==> src/bvnf_pkg.sv <==
// Shared types, class codes and rule codes for the binary voxel neighbor rule filter.
package bvnf_pkg;

    localparam int PIX_W       = 8;
    localparam int ROW_W       = 3;
    localparam int RULE_W      = 3;
    localparam int CLASS_W     = 8;
    localparam int CFG_INDEX_W = 1;
    localparam int CFG_DATA_W  = 8;

    typedef logic [PIX_W-1:0]   pix_t;
    typedef logic [ROW_W-1:0]   row_t;
    typedef logic [RULE_W-1:0]  rule_t;
    typedef logic [CLASS_W-1:0] class_t;

    // Row bit positions
    localparam int BIT_L = 2;
    localparam int BIT_C = 1;
    localparam int BIT_R = 0;

    // Plane classes
    localparam class_t CLS_NONE      = 8'h00;
    localparam class_t CLS_BOTH      = 8'h01;
    localparam class_t CLS_VERT      = 8'h02;
    localparam class_t CLS_HORZ      = 8'h03;
    localparam class_t CLS_END       = 8'h10;
    localparam class_t CLS_TWO       = 8'h20;
    localparam class_t CLS_THREE_ONE = 8'h31;
    localparam class_t CLS_THREE_TWO = 8'h32;
    localparam class_t CLS_FOUR      = 8'h40;
    localparam class_t CLS_FIVE      = 8'h50;

    // Rules
    localparam rule_t RULE_NONE       = 3'd0;
    localparam rule_t RULE_SLICE_BOTH = 3'd1;
    localparam rule_t RULE_MARK_VERT  = 3'd2;
    localparam rule_t RULE_ROW_VERT   = 3'd3;
    localparam rule_t RULE_MARK_OTHER = 3'd4;
    localparam rule_t RULE_DEFAULT    = 3'd5;

    // Configuration register indexes
    localparam logic [CFG_INDEX_W-1:0] REG_MARK_VERT  = 1'd0;
    localparam logic [CFG_INDEX_W-1:0] REG_MARK_OTHER = 1'd1;

    typedef struct packed {
        logic n11;
        logic n12;
        logic n13;
        logic n21;
        logic n23;
        logic n31;
        logic n32;
        logic n33;
    } ring_t;

    typedef struct packed {
        row_t s1_top_row;
        row_t s1_mid_row;
        row_t s1_bot_row;
        row_t s2_top_row;
        row_t s2_mid_row;
        row_t s2_bot_row;
        row_t s3_top_row;
        row_t s3_mid_row;
        row_t s3_bot_row;
        pix_t center_value;
        logic on_border;
    } item_t;

    typedef struct packed {
        pix_t  pixel_out;
        rule_t rule_fired;
    } result_t;

endpackage

==> src/bvnf_in_if.sv <==
// Input channel carrying one voxel neighborhood per transaction.
interface bvnf_in_if;
    import bvnf_pkg::*;

    logic valid;
    logic ready;
    row_t s1_top_row;
    row_t s1_mid_row;
    row_t s1_bot_row;
    row_t s2_top_row;
    row_t s2_mid_row;
    row_t s2_bot_row;
    row_t s3_top_row;
    row_t s3_mid_row;
    row_t s3_bot_row;
    pix_t center_value;
    logic on_border;

    modport source (
        output valid,
        input  ready,
        output s1_top_row, s1_mid_row, s1_bot_row,
        output s2_top_row, s2_mid_row, s2_bot_row,
        output s3_top_row, s3_mid_row, s3_bot_row,
        output center_value, on_border
    );

    modport sink (
        input  valid,
        output ready,
        input  s1_top_row, s1_mid_row, s1_bot_row,
        input  s2_top_row, s2_mid_row, s2_bot_row,
        input  s3_top_row, s3_mid_row, s3_bot_row,
        input  center_value, on_border
    );
endinterface

==> src/bvnf_out_if.sv <==
// Output channel carrying one filtered pixel per transaction.
interface bvnf_out_if;
    import bvnf_pkg::*;

    logic  valid;
    logic  ready;
    pix_t  pixel_out;
    rule_t rule_fired;

    modport source (
        output valid,
        input  ready,
        output pixel_out, rule_fired
    );

    modport sink (
        input  valid,
        output ready,
        input  pixel_out, rule_fired
    );
endinterface

==> src/bvnf_ring_class.sv <==
// Classifies one plane from its eight ring neighbors.
module bvnf_ring_class (
    input  bvnf_pkg::ring_t  ring,
    output bvnf_pkg::class_t cls
);
    import bvnf_pkg::*;

    logic       vert;
    logic       horz;
    logic [3:0] count;
    logic [2:0] corners;
    logic [3:0] changes;

    assign vert = ring.n12 & ring.n32;
    assign horz = ring.n21 & ring.n23;

    assign count = 4'(ring.n11) + 4'(ring.n12) + 4'(ring.n13) + 4'(ring.n21)
                 + 4'(ring.n23) + 4'(ring.n31) + 4'(ring.n32) + 4'(ring.n33);

    assign corners = 3'(ring.n11) + 3'(ring.n13) + 3'(ring.n31) + 3'(ring.n33);

    // Walk around the ring clockwise
    assign changes = 4'(ring.n11 ^ ring.n21) + 4'(ring.n12 ^ ring.n11)
                   + 4'(ring.n13 ^ ring.n12) + 4'(ring.n23 ^ ring.n13)
                   + 4'(ring.n33 ^ ring.n23) + 4'(ring.n32 ^ ring.n33)
                   + 4'(ring.n31 ^ ring.n32) + 4'(ring.n21 ^ ring.n31);

    always_comb
    begin
        if (vert && horz)
            cls = CLS_BOTH;
        else if (vert)
            cls = CLS_VERT;
        else if (horz)
            cls = CLS_HORZ;
        else if (count == 4'd1 && corners == 3'd1)
            cls = CLS_END;
        else if (count == 4'd2 && changes == 4'd2)
            cls = CLS_TWO;
        else if (count == 4'd3 && changes == 4'd2 && corners == 3'd1)
            cls = CLS_THREE_ONE;
        else if (count == 4'd3 && changes == 4'd2 && corners == 3'd2)
            cls = CLS_THREE_TWO;
        else if (count == 4'd4 && changes == 4'd2)
            cls = CLS_FOUR;
        else if (count == 4'd5 && changes == 4'd2)
            cls = CLS_FIVE;
        else
            cls = CLS_NONE;
    end

endmodule

==> src/bvnf_eval.sv <==
// Builds the three plane rings, classifies them and applies the ordered rules.
module bvnf_eval (
    input  bvnf_pkg::item_t   item,
    input  bvnf_pkg::pix_t    mark_vert,
    input  bvnf_pkg::pix_t    mark_other,
    output bvnf_pkg::result_t result
);
    import bvnf_pkg::*;

    ring_t  ring_s;
    ring_t  ring_r;
    ring_t  ring_c;
    class_t cls_s;
    class_t cls_r;
    class_t cls_c;
    class_t cls_max;

    // Slice plane
    assign ring_s = '{
        n11: item.s2_top_row[BIT_L], n12: item.s2_top_row[BIT_C], n13: item.s2_top_row[BIT_R],
        n21: item.s2_mid_row[BIT_L], n23: item.s2_mid_row[BIT_R],
        n31: item.s2_bot_row[BIT_L], n32: item.s2_bot_row[BIT_C], n33: item.s2_bot_row[BIT_R]
    };

    // Row plane, across slices
    assign ring_r = '{
        n11: item.s1_mid_row[BIT_L], n12: item.s1_mid_row[BIT_C], n13: item.s1_mid_row[BIT_R],
        n21: item.s2_mid_row[BIT_L], n23: item.s2_mid_row[BIT_R],
        n31: item.s3_mid_row[BIT_L], n32: item.s3_mid_row[BIT_C], n33: item.s3_mid_row[BIT_R]
    };

    // Column plane, across slices
    assign ring_c = '{
        n11: item.s1_top_row[BIT_C], n12: item.s1_mid_row[BIT_C], n13: item.s1_bot_row[BIT_C],
        n21: item.s2_top_row[BIT_C], n23: item.s2_bot_row[BIT_C],
        n31: item.s3_top_row[BIT_C], n32: item.s3_mid_row[BIT_C], n33: item.s3_bot_row[BIT_C]
    };

    bvnf_ring_class u_class_s (.ring(ring_s), .cls(cls_s));
    bvnf_ring_class u_class_r (.ring(ring_r), .cls(cls_r));
    bvnf_ring_class u_class_c (.ring(ring_c), .cls(cls_c));

    assign cls_max = (cls_r > cls_c) ? cls_r : cls_c;

    always_comb
    begin
        result.pixel_out  = item.center_value;
        result.rule_fired = RULE_NONE;
        if (!item.on_border && item.center_value != '0)
        begin
            if (cls_s == CLS_BOTH)
                result.rule_fired = RULE_SLICE_BOTH;
            else if (cls_r == CLS_VERT && cls_s >= CLS_FOUR)
            begin
                result.rule_fired = RULE_MARK_VERT;
                result.pixel_out  = mark_vert;
            end
            else if (cls_r == CLS_VERT)
                result.rule_fired = RULE_ROW_VERT;
            else if (cls_max >= CLS_FOUR)
            begin
                result.rule_fired = RULE_MARK_OTHER;
                result.pixel_out  = mark_other;
            end
            else
                result.rule_fired = RULE_DEFAULT;
        end
    end

endmodule

==> src/binary_voxel_neighbor_rule_filter_core.sv <==
// Top level of the binary voxel neighbor rule filter: input register, rule logic, result register.
//
// in_port takes one voxel neighborhood per transaction (valid/ready): nine 3-bit rows
// from the previous, current and next slice, the center pixel value and a border flag.
// out_port delivers one result per input: the filtered pixel and the rule that decided
// (0 when the pixel is on the border or zero, else 1 to 5).
// Two mark values are set through the write port (cfg_we, cfg_index, cfg_data):
// index 0 is the vertical-plane mark, index 1 the row/column mark. Write them only
// while no transaction is in flight.
// An accepted transaction is held in the input register and then in the result register
// before it is valid on out_port. Throughput is one item per cycle while out_port.ready
// stays high: the input register and the result register each advance whenever the stage
// after them is empty or being drained, so a new item enters every cycle.
// When the receiver stalls, the result register holds and the input register fills;
// in_port.ready drops only once both are full, and no item is lost or repeated.
// Reset clears both valid flags and sets both mark values to zero.
module binary_voxel_neighbor_rule_filter_core (
    input  logic                                 clk,
    input  logic                                 rst_n,
    bvnf_in_if.sink                              in_port,
    bvnf_out_if.source                           out_port,
    input  logic                                 cfg_we,
    input  logic [bvnf_pkg::CFG_INDEX_W-1:0]     cfg_index,
    input  logic [bvnf_pkg::CFG_DATA_W-1:0]      cfg_data
);
    import bvnf_pkg::*;

    pix_t    mark_vert_reg;
    pix_t    mark_other_reg;
    item_t   item_reg;
    logic    item_valid_reg;
    result_t result_reg;
    logic    result_valid_reg;
    result_t result_next;
    item_t   item_next;
    logic    result_load;
    logic    item_load;

    assign result_load   = !result_valid_reg || out_port.ready;
    assign in_port.ready = !item_valid_reg || result_load;
    assign item_load     = in_port.valid && in_port.ready;

    assign item_next = '{
        s1_top_row:   in_port.s1_top_row,
        s1_mid_row:   in_port.s1_mid_row,
        s1_bot_row:   in_port.s1_bot_row,
        s2_top_row:   in_port.s2_top_row,
        s2_mid_row:   in_port.s2_mid_row,
        s2_bot_row:   in_port.s2_bot_row,
        s3_top_row:   in_port.s3_top_row,
        s3_mid_row:   in_port.s3_mid_row,
        s3_bot_row:   in_port.s3_bot_row,
        center_value: in_port.center_value,
        on_border:    in_port.on_border
    };

    always_ff @(posedge clk or negedge rst_n)
    begin
        if (!rst_n)
        begin
            mark_vert_reg  <= '0;
            mark_other_reg <= '0;
        end
        else if (cfg_we)
        begin
            unique case (cfg_index)
                REG_MARK_VERT:  mark_vert_reg  <= cfg_data;
                REG_MARK_OTHER: mark_other_reg <= cfg_data;
                default: ;
            endcase
        end
    end

    always_ff @(posedge clk or negedge rst_n)
    begin
        if (!rst_n)
            item_valid_reg <= 1'b0;
        else if (in_port.ready)
            item_valid_reg <= in_port.valid;
    end

    always_ff @(posedge clk)
    begin
        if (item_load)
            item_reg <= item_next;
    end

    bvnf_eval u_eval (
        .item       (item_reg),
        .mark_vert  (mark_vert_reg),
        .mark_other (mark_other_reg),
        .result     (result_next)
    );

    always_ff @(posedge clk or negedge rst_n)
    begin
        if (!rst_n)
            result_valid_reg <= 1'b0;
        else if (result_load)
            result_valid_reg <= item_valid_reg;
    end

    always_ff @(posedge clk)
    begin
        if (result_load && item_valid_reg)
            result_reg <= result_next;
    end

    assign out_port.valid      = result_valid_reg;
    assign out_port.pixel_out  = result_reg.pixel_out;
    assign out_port.rule_fired = result_reg.rule_fired;

    a_mark_vert: assert property (@(posedge clk) disable iff (!rst_n)
        result_valid_reg && result_reg.rule_fired == RULE_MARK_VERT
            |-> result_reg.pixel_out == mark_vert_reg)
        else $error("vertical mark rule without vertical mark value");

    a_mark_other: assert property (@(posedge clk) disable iff (!rst_n)
        result_valid_reg && result_reg.rule_fired == RULE_MARK_OTHER
            |-> result_reg.pixel_out == mark_other_reg)
        else $error("other mark rule without other mark value");

    a_rule_range: assert property (@(posedge clk) disable iff (!rst_n)
        result_valid_reg |-> result_reg.rule_fired <= RULE_DEFAULT)
        else $error("rule code out of range");

    a_accept_fills: assert property (@(posedge clk) disable iff (!rst_n)
        in_port.valid && in_port.ready |=> item_valid_reg)
        else $error("accepted transaction not captured");

    a_stall_holds: assert property (@(posedge clk) disable iff (!rst_n)
        item_valid_reg && result_valid_reg && !out_port.ready |=> item_valid_reg)
        else $error("pending item dropped during stall");

endmodule
==> src/flat_wrapper.sv <==
// flat-port wrapper written by rule: the top's interface ports become plain ports
module binary_voxel_neighbor_rule_filter_core_flat import bvnf_pkg::*;
  (clk, rst_n, cfg_we, cfg_index, cfg_data, in_port_valid, in_port_ready, in_port_s1_top_row, in_port_s1_mid_row, in_port_s1_bot_row, in_port_s2_top_row, in_port_s2_mid_row, in_port_s2_bot_row, in_port_s3_top_row, in_port_s3_mid_row, in_port_s3_bot_row, in_port_center_value, in_port_on_border, out_port_valid, out_port_ready, out_port_pixel_out, out_port_rule_fired);
  bvnf_in_if in_port_i ();
  bvnf_out_if out_port_i ();
  input  logic clk;
  input  logic rst_n;
  input  logic cfg_we;
  input  logic [bvnf_pkg::CFG_INDEX_W-1:0] cfg_index;
  input  logic [bvnf_pkg::CFG_DATA_W-1:0] cfg_data;
  input wire logic [$bits(in_port_i.valid)-1:0] in_port_valid;
  output wire logic [$bits(in_port_i.ready)-1:0] in_port_ready;
  input wire logic [$bits(in_port_i.s1_top_row)-1:0] in_port_s1_top_row;
  input wire logic [$bits(in_port_i.s1_mid_row)-1:0] in_port_s1_mid_row;
  input wire logic [$bits(in_port_i.s1_bot_row)-1:0] in_port_s1_bot_row;
  input wire logic [$bits(in_port_i.s2_top_row)-1:0] in_port_s2_top_row;
  input wire logic [$bits(in_port_i.s2_mid_row)-1:0] in_port_s2_mid_row;
  input wire logic [$bits(in_port_i.s2_bot_row)-1:0] in_port_s2_bot_row;
  input wire logic [$bits(in_port_i.s3_top_row)-1:0] in_port_s3_top_row;
  input wire logic [$bits(in_port_i.s3_mid_row)-1:0] in_port_s3_mid_row;
  input wire logic [$bits(in_port_i.s3_bot_row)-1:0] in_port_s3_bot_row;
  input wire logic [$bits(in_port_i.center_value)-1:0] in_port_center_value;
  input wire logic [$bits(in_port_i.on_border)-1:0] in_port_on_border;
  output wire logic [$bits(out_port_i.valid)-1:0] out_port_valid;
  input wire logic [$bits(out_port_i.ready)-1:0] out_port_ready;
  output wire logic [$bits(out_port_i.pixel_out)-1:0] out_port_pixel_out;
  output wire logic [$bits(out_port_i.rule_fired)-1:0] out_port_rule_fired;
  assign in_port_i.valid = in_port_valid;
  assign in_port_ready = in_port_i.ready;
  assign in_port_i.s1_top_row = in_port_s1_top_row;
  assign in_port_i.s1_mid_row = in_port_s1_mid_row;
  assign in_port_i.s1_bot_row = in_port_s1_bot_row;
  assign in_port_i.s2_top_row = in_port_s2_top_row;
  assign in_port_i.s2_mid_row = in_port_s2_mid_row;
  assign in_port_i.s2_bot_row = in_port_s2_bot_row;
  assign in_port_i.s3_top_row = in_port_s3_top_row;
  assign in_port_i.s3_mid_row = in_port_s3_mid_row;
  assign in_port_i.s3_bot_row = in_port_s3_bot_row;
  assign in_port_i.center_value = in_port_center_value;
  assign in_port_i.on_border = in_port_on_border;
  assign out_port_valid = out_port_i.valid;
  assign out_port_i.ready = out_port_ready;
  assign out_port_pixel_out = out_port_i.pixel_out;
  assign out_port_rule_fired = out_port_i.rule_fired;
  binary_voxel_neighbor_rule_filter_core u_core (.clk(clk), .rst_n(rst_n), .in_port(in_port_i), .out_port(out_port_i), .cfg_we(cfg_we), .cfg_index(cfg_index), .cfg_data(cfg_data));
endmodule
==> config.mk <==
export PLATFORM = sky130hd
export DESIGN_NAME = binary_voxel_neighbor_rule_filter_core_flat
export DESIGN_NICKNAME = d
export VERILOG_FILES = /design/src/bvnf_pkg.sv /design/src/bvnf_in_if.sv /design/src/bvnf_out_if.sv /design/src/bvnf_ring_class.sv /design/src/bvnf_eval.sv /design/src/binary_voxel_neighbor_rule_filter_core.sv /design/src/flat_wrapper.sv
export SDC_FILE = /design/constraint.sdc
export NUM_CORES = 1
export LEC_CHECK = 0
export BUFFER_PORTS_ARGS = -buffer_cell sky130_fd_sc_hd__buf_4
export CORE_ASPECT_RATIO = 0.6
export CORE_MARGIN = 4
export CORE_UTILIZATION = 61
export DETAILED_ROUTE_END_ITERATION = 10
export GPL_TIMING_DRIVEN = 0
export HOLD_SLACK_MARGIN = 0.12
export PLACE_DENSITY = 0.85
export SETUP_SLACK_MARGIN = 0.4
export SLEW_MARGIN = 20
export SYNTH_ARGS = -nofsm -noshare
export SYNTH_HDL_FRONTEND = slang
export SYNTH_SLANG_ARGS = --single-unit
==> constraint.sdc <==
create_clock -name clk -period 8.95 [get_ports clk]
set_input_delay 0.4475 -clock clk [delete_from_list [all_inputs] [get_ports clk]]
set_output_delay 0.4475 -clock clk [all_outputs]
set_load 0.005 [all_outputs]
==> results.json <==
{
  "status": "finished, final reports clean",
  "hold_class": "in2reg",
  "die_area_mm2": 0.00761,
  "cts_root_buffer": "clkbuf_8",
  "crit_path_end_kind": "flop",
  "synth_mux_area_share_pct": 5.26,
  "synth_simple_gate_area_share_pct": 11.8,
  "grt_pass1_vias": 2768,
  "worstMarginPinSlew_ns": 0.764,
  "cp.required_ns": 9.14,
  "overflow": 0,
  "synth_flop_cell": "edfxtp_1",
  "period_share_pct": 70.1,
  "rows": 21,
  "fin_nets": 481,
  "numCtsBuffers": 5,
  "setup_violations": 0,
  "fin_ws_ns": 2.68,
  "synthCells": 317,
  "worstRegToRegCells": 21,
  "tritoncts": "built",
  "yosysWarnings": 0,
  "crit_path_end": "u_core.out_port.pixel_out[7]",
  "dpl.cell_count": 450,
  "final_cells": 459,
  "diodes": 0,
  "worst_setup_path_start_kind": "flop",
  "syn_area_mm2": 0.00381,
  "slew_violations": 0,
  "grt_max_degree": 28,
  "cts_max_level": 2,
  "rsz0062_at_grt": "no",
  "vias": 2616,
  "synthToLayoutAreaGrowth_pct": 15.9,
  "drive_gt1_share_pct": 24.0,
  "fmax_mhz": 159,
  "io_buffers": 53,
  "io_pins": 63,
  "hold_viol": 0,
  "p_total_uw": 812,
  "yosysTopAreaCell": "edfxtp_1",
  "cp_max_fo": 10,
  "wire_per_inst_um": 17.3,
  "cp-startpoint": "u_core.item_reg[13]",
  "grt_pass1_wl_mm": 13.1,
  "ys_seq_area_share_pct": 41.8,
  "pre_cts_slack_ns": 2.74,
  "wl_mm": 7.94,
  "syn-num-nets": 420,
  "finalInstanceArea_mm2": 0.00441,
  "yosys.area_share.adder_pct": 22.2,
  "ant_nets": 0,
  "r2r_start": "u_core.item_reg[13]",
  "vdd_drop_max_v": 0.0000996,
  "max_slew_margin_pct": 49.1,
  "crit_type": "reg2reg",
  "die_w_um": 110,
  "worstReg2RegEnd": "u_core.out_port.pixel_out[7]",
  "synth_cell_type_count": 52,
  "initialDrtViolationCount": 148,
  "clockBufferDepth": 2,
  "synth-xor-area-share_pct": 5.06,
  "place_area_mm2": 0.00431,
  "gp_congestion": 0.857,
  "synth_top_cell_area_share_pct": 30.0,
  "grt_use_total_pct": 22.4,
  "crit_arrival_ns": 6.46,
  "drc_errors": 0,
  "tns_ns": 0,
  "core_mm2": 0.00581,
  "synth.area.top_cells": "edfxtp_1 (30%), fa_1 (13%), dfrtp_1 (12%), ha_1 (9.5%), mux2_2 (4.7%)",
  "p_per_area_mw_per_mm2": 184,
  "ys_ff_latch": 56,
  "initial_core_util_pct": 65.5,
  "synth_compound_area_share_pct": 7.96,
  "period_minus_slack_ns": 6.27,
  "async_flop_share_pct": 32.1,
  "maxCapViolCount": 0,
  "clock_sinks": 56,
  "largest_reg_flops": 27,
  "clk_pin_slew_ns": 0.10,
  "synth_area_per_cell_um2": 12.0,
  "insertion_delay_ns": 0.32,
  "synth_top_family_by_area": "adder cells",
  "die_y_um": 69.2,
  "synth-edff-count": 38,
  "r2r_slack_ns": 2.68,
  "grt_antenna_before_repair": 0,
  "clock_skew_ns": 0.00160,
  "dr.pass1.iters": 4,
  "dpl.hpwl_mm": 6.37,
  "p_leak_nw": 1.93,
  "drt-vias-per-instance": 5.70
}
[placed cells by master, fill, tap and decap left out, types with 6 or more instances in the layout]
master     n
nor2_1    13
nand2_1    9
nand2b_1   7
or3_1      9
xor2_1    11
a21oi_1    7
buf_4     56
inv_1     43
dfrtp_1   18
a31oi_1    6
ha_1      29
o221a_1    8
xnor2_1   11
nor2b_1    6
mux2_2    16
edfxtp_1  38
fa_1      24
[per-stage QoR]
step | util [%] | hold slack (ns)
6_report | 76.0 | 0.293
5_1_grt | 76.0 | 0.270
4_1_cts | 76.0 | 0.283
3_5_place_dp | 74.1 | 0.328
3_3_place_gp | 74.1 | 0.327
2_1_floorplan | - | 0.152
[metal layers]
layer / share of wire [%] / global-route usage, % / up-vias
met5: 0 / 0 / -
met4: 0.82 / 6.09 / 0
met3: 8.3 / 5.40 / 7
met2: 46 / 34.4 / 99
met1: 45 / 31.9 / 1275
li1: - / - / 1235
[area by class of cell]
type	instances	area [µm²]
buffer	10	66.3
clock buffer	5	68.8
clock inverter	3	26.3
fill	387	1400
inverter	43	161
multi-input combinational	208	1990
sequential	56	1590
tap	80	100
timing repair buffer	54	408
[where the power goes]
group	internal, mW	switching (mW)	leakage [nW]
logic	0.164	0.181	1.30
clock network	0.0579	0.0893	0.0506
registers	0.305	0.0149	0.575
[how the worst min path moves through the flow]
stage | startpoint | slack [ns] | cells past startpoint | endpoint
2_1_floorplan | rst_n | 0.15 | 0 | u_core.item_valid_reg
3_3_place_gp | rst_n | 0.33 | 1 | u_core.mark_other_reg[6]
3_5_place_dp | rst_n | 0.33 | 1 | u_core.item_valid_reg
4_1_cts | in_port_s3_mid_row[2] | 0.28 | 1 | u_core.item_reg[14]
5_1_grt | in_port_s3_bot_row[1] | 0.27 | 1 | u_core.item_reg[10]
6_report | in_port_s2_mid_row[2] | 0.29 | 1 | u_core.item_reg[23]
[cells by family (layout without fill, tap and decap cells)]
family | count (synthesis) | in the layout
adder cells (fa/ha/maj) | 53 | 53
XOR/XNOR | 22 | 22
AO/OA/AOI/OAI | 40 | 40
AND/OR/NAND/NOR | 75 | 75
flip-flops | 56 | 56
multiplexers | 18 | 18
buffers and inverters | 53 | 115
[synth_stat cells, types with 2 or more instances]
cell and instances:
nor2_1 13, o211ai_1 2, a21oi_1 7, o21ai_0 5, buf_4 3, buf_2 2, nor4_1 2, nand4_1 2
clkbuf_1 3, or3_1 9, buf_6 2, nand3_1 4, mux2_2 16, xnor2_1 11, o221a_1 8, nor3_1 5
and2_1 3, mux2i_1 2, fa_1 24, nor2b_1 6, xor2_1 11, inv_1 43, nand2_1 9, nor3_2 2
nand2b_1 7, edfxtp_1 38, a31oi_1 6, dfrtp_1 18, ha_1 29, a211o_1 3
[critical path, cell delays in order, from the launching register on]
cell	delay (ns)
edfxtp_1	0.47
buf_4	0.22
xor2_1	0.15
ha_1	0.30
inv_1	0.09
fa_1	0.46
fa_1	0.54
inv_1	0.04
ha_1	0.21
fa_1	0.50
and4bb_1	0.19
a31oi_1	0.13
or3_1	0.40
or4_1	0.50
a31oi_1	0.23
ha_1	0.28
nand4_1	0.08
mux2i_1	0.08
a21oi_1	0.20
mux2i_1	0.14
a21oi_1	0.64
o221a_1	0.30
[timing repair]
item,4_1_cts,5_1_grt
resized for setup,0,0
buffers inserted,0,0
hold buffers,1,0
hold endpoints to repair,18,0
Note: power is estimated with default switching activity, not from simulation.
